File: src/sv/nbpc_ram.sv
// Generic single-port-write, single-port-read RAM with registered read data.
`default_nettype none

module nbpc_ram #(
   parameter int WIDTH = 8,
   parameter int DEPTH = 16,
   localparam int AW = (DEPTH > 1) ? $clog2(DEPTH) : 1
) (
   input  wire logic             clock,
   input  wire logic             wr_en,
   input  wire logic [AW-1:0]    wr_addr,
   input  wire logic [WIDTH-1:0] wr_data,
   input  wire logic             rd_en,
   input  wire logic [AW-1:0]    rd_addr,
   output logic      [WIDTH-1:0] rd_data
);

   logic [WIDTH-1:0] mem_ff [DEPTH];
   logic [WIDTH-1:0] rd_data_ff;

   // Write port and registered read port.
   always_ff @(posedge clock) begin
      if (wr_en) begin
         mem_ff[wr_addr] <= wr_data;
      end
      if (rd_en) begin
         rd_data_ff <= mem_ff[rd_addr];
      end
   end

   assign rd_data = rd_data_ff;

endmodule

`default_nettype wire
File: config.mk
export PLATFORM = sky130hd
export DESIGN_NAME = nbpc_ram
export DESIGN_NICKNAME = d
export VERILOG_FILES = /design/src/sv/nbpc_ram.sv
export SDC_FILE = /design/constraint.sdc
export NUM_CORES = 1
export LEC_CHECK = 0
export BUFFER_PORTS_ARGS = -buffer_cell sky130_fd_sc_hd__buf_2
export CORE_MARGIN = 2
export CORE_UTILIZATION = 65
export CTS_CLUSTER_DIAMETER = 100
export CTS_CLUSTER_SIZE = 12
export DETAILED_ROUTE_END_ITERATION = 8
export HOLD_SLACK_MARGIN = 0.15
export PLACE_DENSITY = 0.95
export REMOVE_ABC_BUFFERS = 1
export SLEW_MARGIN = 10
export SYNTH_ARGS = -nofsm -noshare
export SYNTH_HDL_FRONTEND = slang
export SYNTH_SLANG_ARGS = --single-unit
File: constraint.sdc
create_clock -name clock -period 2.5 [get_ports clock]
set_input_delay 0.125 -clock clock [delete_from_list [all_inputs] [get_ports clock]]
set_output_delay 0.125 -clock clock [all_outputs]
set_load 0.02 [all_outputs]
== Word-level counts from Yosys, hierarchy flattened ==
Memory sizes are Yosys's and may differ from the RTL's. A register that Yosys moved wholly into a read port is not among the register bits.
Index checks and enable logic that the tools add are counted.

* Mux-type cells: 2

{| class="wikitable"
|+ Operators with widths
! kind !! number
|-
| 1-bit 2-to-1 mux || 2
|}

* Output and inout port bits: 8
* Memories: 1
* Bits in registers: 0
* Bits of input ports: 19
* Logic and storage cells: 3
* Memory bits (writable): 128

{| class="wikitable"
|+ Memory list
! memory !! words !! bits a word !! read ports !! clocked after Yosys merged registers in !! write ports !! RTL line !! RTL
|-
| mem_ff || 16 || 8 || 1 || 1 || 1 || 18 || <nowiki>logic [WIDTH-1:0] mem_ff [DEPTH];</nowiki>
|}

== Longest topological paths before layout ==
Gate-level depths: netlist of the first run.

* Depth after elaboration: 2
* Mapped depth: 5

== Least setup slack after synthesis of the first run ==
No wires, ideal clock.

* Path type: input port to flip-flop
* Start: input wr_addr[2]
* End: memory mem_ff[0][0] (enable)
* Setup slack: 0.882 ns
* Arrival: 1.235 ns
* Stages: 2
* Library setup time: 0.383 ns
* Path through: or3b_2 > nor3_1

{| class="wikitable"
|+ RTL lines
! element !! RTL line !! RTL
|-
| start, declared || 11 || <nowiki>input wire logic [AW-1:0] wr_addr,</nowiki>
|-
| end, declared || 18 ||
|}

No word-level cell before the write port.

== Worst setup path after layout of the first run ==
* Start: input wr_addr[0]
* End: memory mem_ff[4][7] (enable)

No word-level cell before the write port.

==> results of run 1 <==
==> path summary, 6_finish.rpt <==
check                start      endpoint  slack (ps)  cells after the start
max             wr_addr[0]  mem_ff[4][7]         790                      4
min             wr_addr[1]  mem_ff[0][2]         200                      3
max reg2reg   mem_ff[9][5]    rd_data[5]         930                      3
min reg2reg  mem_ff[12][6]    rd_data[6]         750                      3
==> synthesized netlist by cell type <==
cell type	count	area, um2
edfxtp_1	136	4080
mux4_2	18	405
a22oi_1	16	120
mux4_1	14	368
nor2_1	13	48.8
nand2_1	9	33.8
nor3_1	4	20.0
buf_2	3	15.0
buf_6	3	33.8
clkdlybuf4s25_2	3	30.0
nand2b_1	2	12.5
nand3b_1	2	15.0
and2_1	1	6.26
and2b_1	1	7.51
buf_4	1	7.51
nand3_1	1	5.00
nor2b_1	1	6.26
or3b_2	1	8.76
==> sequential cells by signal, summed over array words and instances (netlist names) <==
name	cells
rd_data	8
mem_ff	128
==> tightest hold or removal path, delay by kind of cell <==
family / cells / cell delay [ps]
buf+inv: 2 / 340
simple gates: 1 / 80
==> final cells by class <==
| class | count | area (um2) | area share, % |
|---|---|---|---|
| multi-input cells | 83 | 1060 | 17.4 |
| clock buffers | 20 | 425 | 7.00 |
| clock inverters | 8 | 60.1 | 0.989 |
| flip-flops and latches | 136 | 4080 | 67.2 |
| well taps | 102 | 128 | 2.10 |
| repair buffers | 46 | 320 | 5.27 |
==> power by group <==
part	internal, mW	leakage, nW	switching, mW
Clock	1.27	0.240	0.809
Combinational	0.106	0.573	0.154
Sequential	2.57	1.24	0.0152
Total	3.95	2.05	0.978
==> layer usage <==
metal | vias up | track usage, % | wire, um
met4 | 0 | 10.9 | 195
li1 | 1090 | - | -
met1 | 1306 | 37.3 | 4010
met3 | 22 | 7.95 | 973
met2 | 177 | 41.5 | 5340
met5 | - | 0 | 0
==> cells by family (layout without fill, tap and decap cells) <==
family          Yosys count  count (layout)  synth area share (%)
flops                   136             136                  78.1
mux                      32              32                  14.8
compound gates           16              16                  2.30
simple gates             35              35                  3.14
buf+inv                  10              74                  1.65
==> metrics by stage <==
step / instances / power, mW / util [%] / hold slack, ps
final: 395 / 4.93 / 78.2 / 204
after global routing: 395 / 5.07 / 78.2 / 189
after CTS: 395 / 4.95 / 78.2 / 169
after detailed placement: 356 / 2.87 / 70.5 / 491
after global placement: 356 / 2.86 / 70.5 / 480
after floorplan: 219 / 2.74 / - / 224
==> results.cfg, run 1 <==
[outcome]
status = complete, no violations

[power_and_ir_drop]
vdd_drop_max_v = 0.000670
powerDensity_nw_per_um2 = 811
p_leak_nw = 2.05

[synth]
ys_ff_latch = 136
ys_seq_area_share_pct = 78.1
ys_warn_count = 0
synth_cell_type_count = 18
mappedNetlistArea_um2 = 5230
synthCells = 229
syn_avg_cell_area_um2 = 22.8

[worst_setup_path]
crit_path_frequent_cell = dlygate4sd3_1
crit_path_start_kind = input port
cp.arrival_ps = 1910
crit_slowest_cell = dlygate4sd3_1
slowest_delay_ps = 740
worstPathRequired_ps = 2710
crit_fanout = 7
cp_num_buf_inv = 3
path_delay_family = buffers and inverters
path_cells = dlygate4sd3_1 -> buf_2 -> nor3_1 -> dlygate4sd3_1
worstSetupPathType = input port to flip-flop
cp-end-kind = flip-flop

[cells_and_area]
nFillCells = 391
final_nets = 303
stdcell_area_um2 = 6070
layout_common_cells = 136 x edfxtp_1, 26 x buf_2, 18 x mux4_2
syn_to_final_growth_pct = 16.2
num_antenna_cells = 0
layout_commonest_cell = edfxtp_1
drive_gt1_share_pct = 25.6

[sta]
grt_setup_unrepaired = false
min_period_ps = 1710
finalSetupViolCount = 0
finClkSkew_ps = 6.88
finalMaxSlewViolations = 0
tns_ps = 0
hold_viol = 0
finalCritPeriodShare_pct = 68.3
slew_headroom_pct = 40.9
timing.fmax_mhz = 585
layout_setup_ws_ps = 791
tightestPinTransition_ps = 884

[floorplan]
dieArea_um2 = 8780
die_h_um = 93.7
io_pins = 27
num_rows = 32
die_x_um = 93.7
initial_utilization_pct = 67.3
core_um2 = 7770

[clocking]
worstSkewPairLatency_ps = 520
cts_buffers = 17
post_cts_resized = 0
htreeDepth = 4
holdBufCountCts = 11
cts_tree = done
cts_root_buf = clkbuf_8
ctsLongestPathBuffers = 2
clk_pin_slew_ps = 60
cts_sinks = 136
postCtsSetupRepairBufs = 0

[global_route]
antenna_found_initial = 0
grt_use_total_pct = 27.0
overflow = 0
grt_pass1_wl_um = 15800
grt_pass1_vias = 2680
grt_max_degree = 32

[drt]
vias = 2595
via_per_inst = 6.57
drt_iter0_markers = 286
drc = 0
first_pass_iters = 5
ant_nets = 0
wire_per_inst_um = 26.6
wl_um = 10500

[placed_design]
gp_congestion = 0.755
place_ws_ps = 447
hpwl_um = 6250
placed_area_um2 = 5480
port_buffers = 26

[min_path]
min_path_type = input port to flip-flop

[run]
maxCapViolations = 0
No activity file was read; power rests on OpenSTA's default activity.
==> run 2: changes to the inputs <==
--- a/config.mk
+++ b/config.mk
@@ -7,12 +7,12 @@
 export LEC_CHECK = 0
 export BUFFER_PORTS_ARGS = -buffer_cell sky130_fd_sc_hd__buf_2
 export CORE_MARGIN = 2
-export CORE_UTILIZATION = 65
+export CORE_UTILIZATION = 60
 export CTS_CLUSTER_DIAMETER = 100
 export CTS_CLUSTER_SIZE = 12
 export DETAILED_ROUTE_END_ITERATION = 8
 export HOLD_SLACK_MARGIN = 0.15
-export PLACE_DENSITY = 0.95
+export PLACE_DENSITY = 0.89
 export REMOVE_ABC_BUFFERS = 1
 export SLEW_MARGIN = 10
 export SYNTH_ARGS = -nofsm -noshare
==> constraint.sdc (replaced) <==
create_clock -name clock -period 1.7 [get_ports clock]
set_input_delay 0.085 -clock clock [delete_from_list [all_inputs] [get_ports clock]]
set_output_delay 0.085 -clock clock [all_outputs]
set_load 0.02 [all_outputs]
==> results.cfg, run 2 (same netlist as run 1, synthesis figures left out) <==
[sta]
tns_ps = 0
timing.fmax_mhz = 666
whs_ps = 218
finalMaxSlewViolations = 0
finalCritPeriodShare_pct = 88.3
hold_viol = 0
min_period_ps = 1500
tightestPinTransition_ps = 396
finClkSkew_ps = 10.0
grt_setup_unrepaired = false
slew_headroom_pct = 73.6
finalSetupViolCount = 0

[min_path]
min_path_type = input port to flip-flop

[cells_and_area]
instances_no_fill = 418
layout_commonest_cell = edfxtp_1
largest-register = mem_ff
largest_reg_flops = 128
drive_gt1_share_pct = 29.0
syn_to_final_growth_pct = 19.3
final_nets = 316
layout_common_cells = 136 x edfxtp_1, 26 x buf_2, 18 x mux4_2, 18 x buf_4
stdcell_area_um2 = 6230
num_antenna_cells = 0

[worst_setup_path]
path_cells = dlygate4sd3_1 -> buf_2 -> nor3_1 -> dlygate4sd3_1 -> buf_4
crit_path_start_kind = input port
slowest_delay_ps = 570
crit_fanout = 8
crit_slowest_cell = dlygate4sd3_1
crit_path_frequent_cell = dlygate4sd3_1
worstPathRequired_ps = 1910
cp.arrival_ps = 1720
cp-end-kind = flip-flop
worstSetupPathType = input port to flip-flop

[drt]
wl_um = 9760
wire_per_inst_um = 23.3
drc = 0
vias = 2543
ant_nets = 0
via_per_inst = 6.08
first_pass_iters = 4
drt_iter0_markers = 291

[floorplan]
die_x_um = 97.3
io_pins = 27
num_rows = 34
core_um2 = 8590
initial_utilization_pct = 60.8
dieArea_um2 = 9480
die_h_um = 97.3

[global_route]
antenna_found_initial = 0
grt_use_total_pct = 22.7
grt_pass1_wl_um = 15100
grt_max_degree = 33
overflow = 0
grt_pass1_vias = 2635

[clocking]
postCtsSetupRepairBufs = 0
cts_buffers = 17
htreeDepth = 4
cts_root_buf = clkbuf_8
ctsLongestPathBuffers = 2
holdBufCountCts = 12
worstSkewPairLatency_ps = 520
post_cts_resized = 0
cts_tree = done
cts_sinks = 136
clk_pin_slew_ps = 60

[power_and_ir_drop]
vdd_drop_max_v = 0.000730
p_sw_share_pct = 20.1
power_frac_clock_pct = 43.0
power_frac_comb_pct = 5.2
p_leak_nw = 2.13
seqPwrFrac_pct = 51.8
p_sw_mw = 1.48
p_int_mw = 5.86
p_total_mw = 7.34
powerDensity_nw_per_um2 = 1180

[outcome]
status = complete, no violations

[placed_design]
placedCellCount = 374
placed_area_um2 = 5600
port_buffers = 26
gp_congestion = 0.775
hpwl_um = 6020

[run]
maxCapViolations = 0
## run 2: changes by cell type in the layout (fill, tap and decap cells not counted), sizes merged
cell / delta
clkinvlp: +2
buf: +12
dlygate4sd3: +1
clkbuf: +2
## run 2: stage by stage
step                      utilization (%)  setup WS (ps)
after global placement               65.2            135
final                                72.6            198
after detailed placement             65.2            109
after CTS                            72.6            240
after global routing                 72.6            125
after floorplan                         -            122
## run 2: cell type report
cell class	count	area, um2
Clock buffer	22	433
Clock inverter	10	80.1
Fill cell	487	2360
Multi-Input combinational cell	83	1060
Sequential cell	136	4080
Tap cell	108	135
Timing Repair Buffer	59	445
## run 2: final timing paths
check	cells after the start	start	slack [ps]	endpoint
hold reg to reg	3	mem_ff[7][2]	760	rd_data[2]
setup reg to reg	3	mem_ff[3][7]	220	rd_data[7]
setup / recovery	5	wr_addr[0]	200	mem_ff[4][5]
hold / removal	4	wr_addr[3]	220	mem_ff[3][3]
## run 2: power groups by stage
stage	Clock [mW]	Sequential (mW)	Combinational, mW
after detailed placement	0	3.87	0.364
final	3.16	3.80	0.383
after CTS	3.18	3.80	0.386
after global placement	0	3.86	0.347
after global routing	3.35	3.81	0.412
after floorplan	0	3.88	0.151
## run 2: worst max-delay path, delay by kind of cell
kind / cells / cell delay, ps
buf+inv: 4 / 1460
simple gates: 1 / 170
## run 2: per-layer routing
layer	track usage [%]	wire length, um
met1	31.9	4160
met2	35.3	4950
met3	6.04	552
met4	7.80	105
met5	0	0
==> run 3: changes to the inputs <==
==> constraint.sdc (replaced) <==
create_clock -name clock -period 1.7 [get_ports clock]
set_input_delay 0.425 -clock clock [delete_from_list [all_inputs] [get_ports clock]]
set_output_delay 0.425 -clock clock [all_outputs]
set_load 0.02 [all_outputs]
==> results.cfg, run 3 (same netlist as run 1, synthesis figures left out) <==
[outcome]
status = complete, no violations

[cells_and_area]
instances_no_fill = 408
largest-register = mem_ff
nFillCells = 513
fin_util_pct = 71.6
drive_gt1_share_pct = 32.0
syn_to_final_growth_pct = 17.8
layout_common_cells = 136 x edfxtp_1, 26 x buf_2, 19 x buf_4
largest_reg_flops = 128
final_nets = 306
stdcell_area_um2 = 6160
num_antenna_cells = 0
layout_commonest_cell = edfxtp_1

[floorplan]
num_rows = 34
core_um2 = 8590
io_pins = 27
dieArea_um2 = 9480
die_h_um = 97.3
initial_utilization_pct = 60.8
die_x_um = 97.3

[clocking]
ctsLongestPathBuffers = 2
cts_buffers = 17
cts_tree = done
holdBufCountCts = 0
postCtsSetupRepairBufs = 0
htreeDepth = 4
cts_root_buf = clkbuf_8
worstSkewPairLatency_ps = 510
cts_sinks = 136
clk_pin_slew_ps = 50
post_cts_resized = 0

[min_path]
min_path_type = input port to flip-flop

[drt]
via_per_inst = 6.10
ant_nets = 0
wl_um = 9800
vias = 2487
drt_iter0_markers = 294
first_pass_iters = 4
drc = 0
wire_per_inst_um = 24.0

[global_route]
overflow = 0
grt_max_degree = 21
grt_use_total_pct = 23.0
grt_pass1_vias = 2619
antenna_found_initial = 0
grt_pass1_wl_um = 15500

[sta]
timing.fmax_mhz = 648
min_period_ps = 1540
hold_viol = 0
tns_ps = 0
finalSetupViolCount = 0
finalCritPeriodShare_pct = 90.8
finalMaxSlewViolations = 0
slew_headroom_pct = 50.6
tightestPinTransition_ps = 740
finClkSkew_ps = 10.7
layout_setup_ws_ps = 157
whs_ps = 286
grt_setup_unrepaired = false

[worst_setup_path]
path_delay_family = flip-flops
worstPathRequired_ps = 1270
path_cells = buf_2
cp-end-kind = primary output
crit_fanout = 1
crit_path_start_kind = flip-flop
cp.arrival_ps = 1120
slowest_delay_ps = 420
crit_slowest_cell = edfxtp_1
worstSetupPathType = flip-flop to primary output
cp_num_buf_inv = 1

[placed_design]
placedCellCount = 376
gp_congestion = 0.802
place_ws_ps = -280
port_buffers = 26
hpwl_um = 6350
placed_area_um2 = 5630

[power_and_ir_drop]
p_total_mw = 7.37
p_leak_nw = 2.10
powerDensity_nw_per_um2 = 1200
vdd_drop_max_v = 0.000835

[run]
maxCapViolations = 0
run 3: path summary, 6_finish.rpt:
kind | startpoint | to | slack (ps) | depth (start not counted)
worst min-delay path | rd_en | rd_data[1] | 290 | 1
worst max register to register | mem_ff[9][3] | rd_data[3] | 160 | 3
worst min register to register | mem_ff[7][2] | rd_data[2] | 770 | 3
worst max-delay path | rd_data[1] | rd_data[1] | 160 | 1
run 3: layer usage:
metal  GRT usage (%)  vias up  wire (um)
li1                -     1099          -
met1            31.4     1272       3840
met2            36.1      106       5140
met3            6.69       10        721
met4            8.44        0        104
met5               0        -          0
run 3: layout make-up:
class                           instances  area (um2)  share of cell area [%]
Clock inverter                         14         109                    1.77
Multi-Input combinational cell         83        1060                    17.2
Tap cell                              108         135                    2.20
Timing Repair Buffer                   49         353                    5.73
Sequential cell                       136        4080                    66.3
Clock buffer                           18         418                    6.79
run 3: where the power goes:
group | total [mW] | switching, mW | internal (mW)
Clock | 3.20 | 1.28 | 1.91
Combinational | 0.369 | 0.209 | 0.160
Sequential | 3.80 | 0.0232 | 3.78
